## src/rtl/tdor_fifo.sv

```systemverilog
module tdor_fifo #(
  parameter int W     = 8,
  parameter int DEPTH = 4
) (
  input  logic         clk,
  input  logic         rst,
  input  logic         in_valid,
  output logic         in_ready,
  input  logic [W-1:0] in_data,
  output logic         out_valid,
  input  logic         out_ready,
  output logic [W-1:0] out_data
);

  localparam int AW = (DEPTH > 1) ? $clog2(DEPTH) : 1;

  logic [W-1:0]  mem [DEPTH];
  logic [AW-1:0] wr, rd;
  logic [AW:0]   cnt;
  logic          push, pop;

  assign in_ready  = cnt != (AW+1)'(DEPTH);
  assign out_valid = cnt != '0;
  assign push      = in_valid && in_ready;
  assign pop       = out_valid && out_ready;
  assign out_data  = mem[rd];

  always_ff @(posedge clk) begin
    if (rst) begin
      wr  <= '0;
      rd  <= '0;
      cnt <= '0;
    end else begin
      if (push) begin
        wr <= (32'(wr) == DEPTH - 1) ? '0 : wr + AW'(1);
      end
      if (pop) begin
        rd <= (32'(rd) == DEPTH - 1) ? '0 : rd + AW'(1);
      end
      cnt <= cnt + (AW+1)'(push) - (AW+1)'(pop);
    end
  end

  always_ff @(posedge clk) begin
    if (push) begin
      mem[wr] <= in_data;
    end
  end

endmodule

```

## config.mk

```make
export PLATFORM = sky130hd
export DESIGN_NAME = tdor_fifo
export DESIGN_NICKNAME = d
export VERILOG_FILES = /design/src/rtl/tdor_fifo.sv
export SDC_FILE = /design/constraint.sdc
export NUM_CORES = 1
export LEC_CHECK = 0
export ABC_AREA = 0
export BUFFER_PORTS_ARGS = -buffer_cell sky130_fd_sc_hd__buf_2
export CORE_MARGIN = 4
export CORE_UTILIZATION = 55
export CTS_BUF_LIST = sky130_fd_sc_hd__clkbuf_8 sky130_fd_sc_hd__clkbuf_16
export CTS_CLUSTER_SIZE = 20
export DETAILED_ROUTE_END_ITERATION = 7
export PLACE_DENSITY = 0.77
export SLEW_MARGIN = 10
export SYNTH_ARGS = -nofsm -noshare
export SYNTH_HDL_FRONTEND = slang
export SYNTH_SLANG_ARGS = --single-unit
```

## constraint.sdc

```tcl
create_clock -name clk -period 3.1 [get_ports clk]
set_input_delay 0.31 -clock clk [delete_from_list [all_inputs] [get_ports clk]]
set_output_delay 0.31 -clock clk [all_outputs]
set_load 0.05 [all_outputs]
```

==> flow_summary.ini <==
[outcome]
status = complete, no violations

[logic_synthesis]
synth_ff_type = edfxtp_1
synth_cells = 91
ys_async_sr_fraction_pct = 0
synth-seq-cells = 41
synthDistinctLibCells = 26
yosysWarnings = 0
synth_edf_count = 32
avgSynthCellArea_sq_um = 17.9
yosysSeqAreaShare_pct = 69.9
syn_nets = 111
netlist_area_sq_um = 1630

[layout]
postLayoutCellArea_sq_um = 1840
fillers = 200
final_nets = 135
fin_cells = 147
final_common_cell = edfxtp_1
final_layout_size_suffix_gt1_share_pct = 35.3
area_growth_pct = 12.9
layout_common_cells = 32 x edfxtp_1, 21 x buf_2, 9 x dfxtp_1
diodes = 0

[clock_tree]
cts_tree = built
clkSinkCount = 41
htree_levels = 2
cts-buffers-inserted = 5
ctsResizeCount = 0
cts_max_path_buffers = 2
clkSlewWorstSetupHoldPaths_ns = 0.07
cts_root_buffer = clkbuf_8
worstSkewPairLatency_ns = 0.28
postCtsSetupRepairBufs = 0
cts_hold_buffers = 0

[placement]
place_area_sq_um = 1750
dp_cells = 139
dpl.hpwl_um = 1620
pre_cts_ws_ns = 0.639
gp_congestion = 0.671
portBuffers = 21

[grt]
grt_pass1_vias = 859
grt_overflow = 0
grt_max_degree = 13
grt_use_total_pct = 13.4
grt_pass1_wl_um = 3960
antenna_found_initial = 0

[die]
coreArea_sq_um = 2810
dieHeight_um = 62.5
die_area_sq_um = 3900
die_x_um = 62.5
row_count = 19
start_util_pct = 58.2
num_io_pins = 22

[critical_path]
critPathLaunchType = flop
cp_max_fo = 8
worst_setup_path_end_kind = flop
critPathArrivalTime_ns = 2.66
critical_path_required_ns = 3.31
worstSetupPathType = reg2reg

[drt]
route.detailed.drc = 0
detail-route-antenna-nets = 0
wire_per_inst_um = 15.5
detail_route.first_pass.iterations = 4
vias_per_cell = 5.54
routed_wl_um = 2280
via_count = 814
drtIter0Drc = 17

[sta]
fin_crit_ns = 2.45
skew_ns = 0.00740
finalCritPeriodShare_pct = 79.0
setup_violations = 0
fin_tns_setup_ns = 0
setup_slack_ns = 0.652
fmax_mhz = 409
slew_violations = 0
hold_viol_final = 0
worst_slew_pin_slew_ns = 0.543
slew_headroom_pct = 63.7
rsz0062_at_grt = false

[hold_path]
hold_class = in2reg

[pwr]
leakage_uw = 0.000705
ir_drop_v = 0.000516
pwr_density_cell_nw_per_um2 = 862
p_total_uw = 1590

[flow_run]
drv_cap = 0
[sequential cells by signal, indices dropped and copies added (netlist names), named ones only]
name and cells:
wr 2, cnt 3, rd 2, mem 32
[critical path, stage by stage (launching register included)]
cell and delay, ns:
dfxtp_1 0.40, or3b_1 0.48, nand2_1 0.17, ha_1 0.24, inv_1 0.05, ha_1 0.13, inv_1 0.04, fa_1 0.36
xor2_1 0.16, and2_2 0.19, nor3_1 0.13
[per-layer routing]
| layer | wire length [um] | up-vias | GRT usage [%] |
|---|---|---|---|
| met5 | 0 | - | 0 |
| li1 | - | 394 | - |
| met1 | 936 | 388 | 16.6 |
| met3 | 161 | 7 | 3.96 |
| met2 | 1120 | 25 | 20.8 |
| met4 | 57 | 0 | 8.26 |
[area by class of cell]
cell class / instances / area (sq um) / share of cell area, %
Sequential cell: 41 / 1140 / 61.9
Multi-Input combinational cell: 41 / 449 / 24.4
Timing Repair Buffer: 21 / 105 / 5.70
Clock buffer: 6 / 82.6 / 4.48
Tap cell: 31 / 38.8 / 2.10
Inverter: 5 / 18.8 / 1.02
Clock inverter: 2 / 7.51 / 0.407
[final timing paths]
check,startpoint,endpoint,slack (ns),cells past startpoint
worst max-delay path,cnt[2]$_SDFF_PP0_,cnt[2]$_SDFF_PP0_,0.65,10
worst min register to register,rd[0]$_SDFFE_PP0N_,rd[0]$_SDFFE_PP0N_,0.50,2
worst max register to register,cnt[2]$_SDFF_PP0_,cnt[2]$_SDFF_PP0_,0.65,10
worst min-delay path,in_data[4],mem[1][4]$_DFFE_PP_,0.24,1
[synth_stat cells (all sizes together) (2+ instances only)]
master / instances / area [sq um]
edfxtp: 32 / 961
nor2: 3 / 11.3
and3: 4 / 30.0
ha: 7 / 87.6
a211o: 2 / 17.5
mux4: 8 / 180
buf: 3 / 20.0
or3: 3 / 20.0
dfxtp: 9 / 180
inv: 5 / 18.8
nand2: 2 / 7.51
o21ai: 2 / 10.0
[power breakdown]
group	internal, uW	switching, uW
clock network	174	155
logic	179	340
registers	679	61.4
[per-stage QoR]
step,hold WS (ns),utilization (%)
floorplan,0.409,-
global placement,0.490,62.5
detailed placement,0.492,62.5
CTS,0.233,65.7
global route,0.231,65.7
finish,0.239,65.7
[kinds of logic after synthesis]
logic type | after synthesis | synth area share, %
compound gates | 6 | 2.45
fa+ha+maj | 8 | 6.59
flops | 41 | 69.9
xor+xnor | 1 | 0.536
mux | 9 | 11.6
simple gates | 17 | 6.28
buf+inv | 9 | 2.60
Power figures use the tool's default switching activity.
