[config.mk]
export PLATFORM = sky130hd
export DESIGN_NAME = tdor_back
export DESIGN_NICKNAME = d
export VERILOG_FILES = /design/src/rtl/tdor_pkg.sv /design/src/rtl/tdor_div.sv /design/src/rtl/tdor_back.sv
export SDC_FILE = /design/constraint.sdc
export NUM_CORES = 1
export LEC_CHECK = 0
export BUFFER_PORTS_ARGS = -buffer_cell sky130_fd_sc_hd__buf_2
export CELL_PAD_IN_SITES_DETAIL_PLACEMENT = 1
export CELL_PAD_IN_SITES_GLOBAL_PLACEMENT = 2
export CORE_ASPECT_RATIO = 1.2
export CORE_MARGIN = 5
export CORE_UTILIZATION = 30
export DETAILED_ROUTE_END_ITERATION = 12
export GPL_ROUTABILITY_DRIVEN = 1
export PLACE_DENSITY_LB_ADDON = 0.1
export SYNTH_ARGS = -nofsm -noshare
export SYNTH_HDL_FRONTEND = slang
export SYNTH_HIERARCHICAL = 1
export SYNTH_SLANG_ARGS = --single-unit
[constraint.sdc]
create_clock -name clk -period 101.3 [get_ports clk]
set_input_delay 10.13 -clock clk [delete_from_list [all_inputs] [get_ports clk]]
set_output_delay 10.13 -clock clk [all_outputs]
set_load 0.02 [all_outputs]
[src/rtl/tdor_pkg.sv]
package tdor_pkg;

  // payload field widths
  localparam int DEST_W   = 22;
  localparam int PORT_W   = 6;
  localparam int VC_W     = 4;
  localparam int DIM_W    = 2;
  localparam int LINK_W   = 4;

  // configuration register widths
  localparam int SIZES_W    = 18;
  localparam int WIDTHS_W   = 12;
  localparam int RIDX_W     = 18;
  localparam int LPORTS_W   = 5;
  localparam int CFG_DATA_W = 18;
  localparam int CFG_IDX_W  = 2;

  // internal widths
  localparam int COORD_W = DEST_W;      // router id / coordinate
  localparam int DIST_W  = COORD_W + 2; // signed ring distance
  localparam int START_W = 8;           // port numbering before wrap

  localparam int IN_DATA_W   = 40;
  localparam int OUT_DATA_W  = 16;
  localparam int QUEUE_DEPTH = 4;

  localparam int NUM_DIMS_DEFAULT        = 3;
  localparam int DIM_SIZE_BITS_DEFAULT   = 6;
  localparam int MAX_LOCAL_PORTS_DEFAULT = 16;

  localparam logic [SIZES_W-1:0]  DIM_SIZES_RST    = 18'd16644;
  localparam logic [WIDTHS_W-1:0] DIM_WIDTHS_RST   = 12'd273;
  localparam logic [RIDX_W-1:0]   ROUTER_INDEX_RST = 18'd0;
  localparam logic [LPORTS_W-1:0] LOCAL_PORTS_RST  = 5'd1;

  typedef enum logic [CFG_IDX_W-1:0] {
    CFG_DIM_SIZES    = 2'd0,
    CFG_DIM_WIDTHS   = 2'd1,
    CFG_ROUTER_INDEX = 2'd2,
    CFG_LOCAL_PORTS  = 2'd3
  } cfg_reg_t;

  // classified request handed from front to back
  typedef struct packed {
    logic                     is_local;
    logic                     found;
    logic [PORT_W-1:0]        local_port;
    logic [PORT_W-1:0]        base;
    logic [LINK_W-1:0]        link_w;
    logic signed [DIST_W-1:0] ring_dist;
    logic [VC_W-1:0]          vc;
    logic [DIM_W-1:0]         rdim;
  } route_cls_t;

endpackage

[src/rtl/tdor_div.sv]
module tdor_div #(
  parameter int DW = 22,
  parameter int VW = 5,
  parameter int SW = 1
) (
  input  logic          clk,
  input  logic          rst,
  input  logic          en,
  input  logic          in_valid,
  input  logic [DW-1:0] dividend,
  input  logic [VW-1:0] divisor,
  input  logic [SW-1:0] side_in,
  output logic          out_valid,
  output logic [DW-1:0] quot,
  output logic [VW-1:0] rem,
  output logic [SW-1:0] side_out
);

  // one quotient bit per stage, restoring
  logic          vld [1:DW];
  logic [VW-1:0] r   [1:DW];
  logic [DW-1:0] dq  [1:DW];
  logic [VW-1:0] dv  [1:DW];
  logic [SW-1:0] sd  [1:DW];

  for (genvar s = 0; s < DW; s++) begin : g_stage
    logic          cv;
    logic [VW-1:0] cr;
    logic [DW-1:0] cdq;
    logic [VW-1:0] cdv;
    logic [SW-1:0] csd;
    logic [VW:0]   trial;
    logic          ge;

    if (s == 0) begin : g_first
      assign cv  = in_valid;
      assign cr  = '0;
      assign cdq = dividend;
      assign cdv = divisor;
      assign csd = side_in;
    end else begin : g_next
      assign cv  = vld[s];
      assign cr  = r[s];
      assign cdq = dq[s];
      assign cdv = dv[s];
      assign csd = sd[s];
    end

    assign trial = {cr, cdq[DW-1]};
    assign ge    = trial >= {1'b0, cdv};

    always_ff @(posedge clk) begin
      if (rst) begin
        vld[s+1] <= 1'b0;
      end else if (en) begin
        vld[s+1] <= cv;
      end
    end

    always_ff @(posedge clk) begin
      if (en) begin
        r[s+1]  <= ge ? VW'(trial - {1'b0, cdv}) : trial[VW-1:0];
        dq[s+1] <= {cdq[DW-2:0], ge};
        dv[s+1] <= cdv;
        sd[s+1] <= csd;
      end
    end
  end

  assign out_valid = vld[DW];
  assign quot      = dq[DW];
  assign rem       = r[DW];
  assign side_out  = sd[DW];

endmodule

[src/rtl/tdor_back.sv]
module tdor_back (
  input  logic                        clk,
  input  logic                        rst,
  input  logic                        in_valid,
  output logic                        in_ready,
  input  tdor_pkg::route_cls_t        cls,
  output logic                        out_valid,
  input  logic                        out_ready,
  output logic [tdor_pkg::PORT_W-1:0] route_port,
  output logic [tdor_pkg::VC_W-1:0]   new_vc,
  output logic [tdor_pkg::DIM_W-1:0]  new_routing_dim
);
  import tdor_pkg::*;

  localparam int MAG_W = DIST_W - 1;

  logic               en;
  logic [MAG_W-1:0]   mag;
  logic               dv;
  logic [LINK_W-1:0]  rm;
  route_cls_t         c;
  logic [LINK_W-1:0]  lane;
  logic [PORT_W-1:0]  port_next;

  assign en       = !out_valid || out_ready;
  assign in_ready = en;

  assign mag = cls.ring_dist[DIST_W-1] ? MAG_W'(-cls.ring_dist)
                                       : cls.ring_dist[MAG_W-1:0];

  // lane = distance mod link count
  tdor_div #(.DW(MAG_W), .VW(LINK_W), .SW($bits(route_cls_t))) u_div_lane (
    .clk       (clk),
    .rst       (rst),
    .en        (en),
    .in_valid  (in_valid),
    .dividend  (mag),
    .divisor   (cls.link_w),
    .side_in   (cls),
    .out_valid (dv),
    .quot      (),
    .rem       (rm),
    .side_out  (c)
  );

  always_comb begin
    if (c.link_w > LINK_W'(1)) begin
      if (c.ring_dist[DIST_W-1] && rm != '0) begin
        lane = c.link_w - rm;
      end else begin
        lane = rm;
      end
    end else begin
      lane = '0;
    end
  end

  always_comb begin
    priority if (c.is_local) begin
      port_next = c.local_port;
    end else if (c.found) begin
      port_next = c.base + PORT_W'(lane);
    end else begin
      port_next = '0;
    end
  end

  always_ff @(posedge clk) begin
    if (rst) begin
      out_valid <= 1'b0;
    end else if (en) begin
      out_valid <= dv;
    end
  end

  always_ff @(posedge clk) begin
    if (en) begin
      route_port      <= port_next;
      new_vc          <= c.vc;
      new_routing_dim <= c.rdim;
    end
  end

endmodule

==> impl_metrics.ini, run 1 <==
[sta]
setup_tns_ns = 0
setup_viol = 0
tightestPinTransition_ns = 1.141
skew_ns = 0.02771
maxSlewViolCount = 0
fin_crit_sh_pct = 21.05
fin_crit_ns = 21.33
rsz0062_at_grt = false
hold_violations = 0
relSlewSlack_pct = 23.74
fmax_mhz = 46.89

[clocking]
postCtsSetupBuffers = 0
cts_sinks = 1044
cts_resized = 0
cts_inserted_buffers = 112
clockBufferDepth = 3
hold_buffers = 0
htreeDepth = 3
clk_latency_ns = 0.70
path_clk_slew_ns = 0.06
cts_tree = built
cts-root-buf = clkbuf_16

[power_and_ir_drop]
swShare_pct = 24.18
power.density_nw_per_um2 = 25.46
p_comb_share_pct = 14.0
irDropWorstVdd_mv = 0.01312
clkPwrFrac_pct = 34.9
power_frac_seq_pct = 51.1
p_leak_nw = 15.97
p_int_uw = 829.6
switchingPower_uw = 264.6

[yosys]
synth_cells = 1811
synth_nets = 1985
avgSynthCellArea_um2 = 20.44
syn-cell-area_um2 = 37010
yosys_warnings = 6

[finish]
final_util_pct = 35.00
n_fill_cell = 12160
regArea_um2 = 31340
multi_input_area_um2 = 5196
drive_gt1_share_pct = 14.29
num-nets-final = 2170
syn_to_final_growth_pct = 16.10
antennaDiodeCount = 0

[worst_setup_path]
critPathKind = input port to output port
slowest_stage = nand2b_4
critPathMaxFanout = 62
path_common_cell = buf_2
endpoint_kind = output port
arrival_ns = 11.20
critPathLaunchType = input port
cp.required_ns = 91.17
crit_chain = buf_2 -> nand2b_4 -> buf_2
ff2ff_path_depth = 6
max_stage_delay_ns = 0.67

[run]
maxCapViolations = 0

[worst_hold_path]
holdPathStages = 0
min_path_type = flip-flop to flip-flop

[die]
fp-row-count = 141
die_h_um = 394.8
core_um2 = 122800
die_w_um = 330.6
start_util_pct = 30.14
die-area_um2 = 130500
io_pins = 66

[global_routing]
grtUsageTotal_pct = 7.938
grt_max_degree = 184
globalRoute.totalOverflow = 0
grt_pass1_wl_um = 84630
grt_pass1_vias = 16660
antenna_found_initial = 0

[status]
status = finished, final reports clean

[detailed_routing]
drc = 0
routed_wl_um = 50790
routed_via_density = 4.091
initialDrtViolationCount = 783
vias = 15290
ant_nets = 0
drt_pass1_iterations = 4
avgRoutedWirePerCell_um = 13.59

[placement]
dp_hpwl_um = 28950
gp_congestion = 0.7116
port_buffers = 65
-- metal layers --
layer	up-vias	track usage [%]	part of all wire (%)
met5	-	0	0
met4	0	4.137	3.7
met3	133	2.019	4.4
met2	186	13.46	51
met1	7691	9.266	41
li1	7278	-	-
-- state kept, by name (all words and copies together), names as in the netlist --
register	flops
u_div_lane/vld	23
route_port	6
u_div_lane/r	92
u_div_lane/dv	88
u_div_lane/dq	253
out_valid	1
new_routing_dim	2
new_vc	4
u_div_lane/sd	575
-- critical path, delay by kind of cell --
family	cells	cell delay, ns
simple gates	1	0.67
buf+inv	2	0.38
-- path summary, 6_finish.rpt --
kind                            to  slack (ns)                  start
max                       in_ready       79.97              out_ready
min          u_div_lane/sd[0][578]        0.40  u_div_lane/sd[0][530]
max reg2reg  u_div_lane/dq[0][314]       95.73              out_valid
min reg2reg  u_div_lane/sd[0][578]        0.40  u_div_lane/sd[0][530]
-- layout by cell type, fill, tap and decap left out, types with 3 or more instances in the layout --
cell        instances
edfxtp_1         1043
inv_1             123
clkbuf_16         113
ha_1               98
nor2_1             96
buf_2              65
nor3_1             49
xnor2_1            45
mux2i_1            44
nand2_1            40
clkinv_1           36
o21ai_1            30
a21oi_1            29
nand2b_1           26
clkbuf_1           26
fa_1               24
and2_1             24
nand4_1            23
a21oi_2            22
nor2_4             22
mux2_4             22
clkinv_2           17
o31ai_1             9
buf_4               9
o21ai_0             6
bufinv_16           5
nor2b_1             4
clkinvlp_4          4
a21o_1              3
xor2_1              3
inv_6               3
-- area by class of cell --
class                   count  area share [%]
multi-input cells         639           12.09
inverters                 123           1.074
clock buffers             139           6.807
well taps                1644           4.787
repair buffers             76           1.007
clock inverters            72           1.304
flip-flops and latches   1044           72.93
-- per-stage QoR --
step	hold WS, ns	setup WS [ns]	instance area (µm²)	power [mW]	cells
floorplan	0.4003	56.62	37010	0.6859	1811
global placement	0.4002	79.91	39490	0.7199	3526
detailed placement	0.4052	79.89	39490	0.7261	3526
CTS	0.3976	79.88	42970	1.121	3737
global route	0.4012	79.85	42970	1.160	3737
finish	0.4000	79.97	42970	1.094	3737
-- power groups by stage --
| stage | sequential [mW] | clock, mW | combinational [mW] |
|---|---|---|---|
| 6_report | 0.559 | 0.382 | 0.153 |
| 3_3_place_gp | 0.568 | 0 | 0.152 |
| 3_5_place_dp | 0.569 | 0 | 0.157 |
| 4_1_cts | 0.561 | 0.402 | 0.157 |
| 2_1_floorplan | 0.561 | 0 | 0.125 |
| 5_1_grt | 0.565 | 0.421 | 0.174 |
Note: power is estimated with default switching activity, not from simulation.
==> run 2: changes to the inputs <==
ABC_AREA = 1   (was not set)
clock period = 18.8 ns   (was 101.3 ns; I/O delays follow)
==> run 2 against run 1 <==
  * Combinational power increased to 6.5 times the previous value
  * Area after synthesis increased by 3.4%
  * Setup slack got worse by 67 ns
  * Global-route usage increased by 0.72 points
  * Power increased to 5.6 times the previous value
  * Critical endpoint is now u_div_lane/sd[0][464]
  * Wire length increased by 13%
==> impl_metrics.ini, run 2 <==
[status]
status = finished, final reports clean

[clocking]
cts_sinks = 1044
path_clk_slew_ns = 0.06
cts_resized = 0
clockBufferDepth = 3
hold_buffers = 0
cts-root-buf = clkbuf_16
cts_tree = built
clk_latency_ns = 0.69
postCtsSetupBuffers = 0
htreeDepth = 3
cts_inserted_buffers = 110

[run]
maxCapViolations = 0

[worst_setup_path]
reg2reg_to = u_div_lane/sd[0][464]
reg2reg_slack_ns = 14.11
arrival_ns = 5.99
critPathLaunch = out_ready
r2r-start = out_valid
ff2ff_path_depth = 5
critPathKind = input port to flip-flop
critPathMaxFanout = 98
critPathLaunchType = input port
endpoint_kind = flip-flop
cp.required_ns = 19.11

[die]
fp-row-count = 143
die_h_um = 401.3
core_um2 = 126700
io_pins = 66
start_util_pct = 30.22
die_w_um = 336.1
die-area_um2 = 134900

[global_routing]
grtUsageTotal_pct = 8.662
grt_max_degree = 99
globalRoute.totalOverflow = 0
grt_pass1_vias = 18280
grt_pass1_wl_um = 94900
antenna_found_initial = 1

[yosys]
synth_nets = 2372
syn-cell-area_um2 = 38280
synth_cells = 2198
avgSynthCellArea_um2 = 17.41
yosys_warnings = 6

[sta]
whs_ns = 0.4031
fin_crit_ns = 5.675
fmax_mhz = 176.2
maxSlewViolCount = 0
setup_viol = 0
tightestPinTransition_ns = 1.140
fin_crit_sh_pct = 30.19
rsz0062_at_grt = false
skew_ns = 0.03757
setup_tns_ns = 0
hold_violations = 0
relSlewSlack_pct = 23.98

[finish]
largest_reg_flops = 575
largest_register = u_div_lane/sd
final_common_cell = edfxtp_1
mostFrequentLayoutCells = edfxtp_1 (1,043), nand2_1 (293), inv_1 (265), nand3_1 (111), clkbuf_16 (111)
num-nets-final = 2558
syn_to_final_growth_pct = 15.98
drive_gt1_share_pct = 15.79
reg_top3 = u_div_lane/sd: 575 flops, u_div_lane/dq: 253 flops, u_div_lane/r: 92 flops

[worst_hold_path]
holdCritStartpoint = u_div_lane/sd[0][605]
worstHoldEndpoint = u_div_lane/sd[0][653]
holdPathStages = 0
min_path_type = flip-flop to flip-flop

[detailed_routing]
avgRoutedWirePerCell_um = 13.81
drt_pass1_iterations = 4
ant_nets = 0
initialDrtViolationCount = 874
drc = 0
vias = 16810
routed_wl_um = 57260
routed_via_density = 4.055

[placement]
dp_hpwl_um = 35210
port_buffers = 65
gp_congestion = 0.7453

[power_and_ir_drop]
switchingPower_mw = 1.596
irDropWorstVdd_mv = 0.07119
p_comb_share_pct = 16.2
power.density_nw_per_um2 = 138.5
p_int_mw = 4.552
swShare_pct = 25.96
p_leak_nw = 17.39
power_frac_seq_pct = 49.1
clkPwrFrac_pct = 34.7
[run 2: cell type report]
type | instances | area [µm²]
well taps | 1667 | 2086
multi-input cells | 884 | 5926
inverters | 266 | 998.5
clock inverters | 76 | 772.0
repair buffers | 78 | 422.9
flip-flops and latches | 1044 | 31340
fillers | 12860 | 82280
clock buffers | 129 | 2845
diodes | 1 | 2.502
[run 2: how the worst max path moves through the flow]
stage / slack, ns / endpoint
floorplan: 2.53 / u_div_lane/vld[0][0]
global placement: 12.35 / u_div_lane/sd[0][31]
detailed placement: 12.17 / u_div_lane/sd[0][799]
CTS: 12.98 / u_div_lane/r[0][10]
global route: 12.67 / u_div_lane/dv[0][10]
finish: 13.12 / u_div_lane/sd[0][464]
[run 2: power groups by stage]
stage                     Combinational (mW)  Sequential, mW  Clock (mW)
final                                  0.995            3.02        2.14
after global routing                    1.15            3.05        2.35
after CTS                               1.02            3.03        2.25
after detailed placement                1.02            3.07           0
after global placement                  1.00            3.07           0
after floorplan                        0.808            3.02           0
[run 2: critical path: stages]
cell,delay (ns)
buf_2,0.09
inv_1,0.08
nand2_8,0.46
buf_4,0.76
buf_4,0.87
buf_4,0.73
buf_4,0.87
[run 2: routing by layer]
layer	wire length (µm)	global-route usage, %	vias up	part of all wire (%)
li1	-	-	8185	-
met3	2386	1.935	117	4.2
met4	1784	3.926	0	3.1
met5	0	0	-	0
met1	24860	10.67	8303	43
met2	28230	14.58	204	49
[run 2: through the flow]
stage | setup WS (ns) | instances | utilization (%) | total power, mW | area, µm²
after floorplan | 2.526 | 2198 | - | 3.823 | 38280
after global placement | 12.35 | 3939 | 32.19 | 4.067 | 40770
after detailed placement | 12.17 | 3939 | 32.19 | 4.090 | 40770
after CTS | 12.98 | 4144 | 35.04 | 6.298 | 44390
after global routing | 12.67 | 4144 | 35.04 | 6.543 | 44390
final | 13.12 | 4145 | 35.04 | 6.148 | 44390
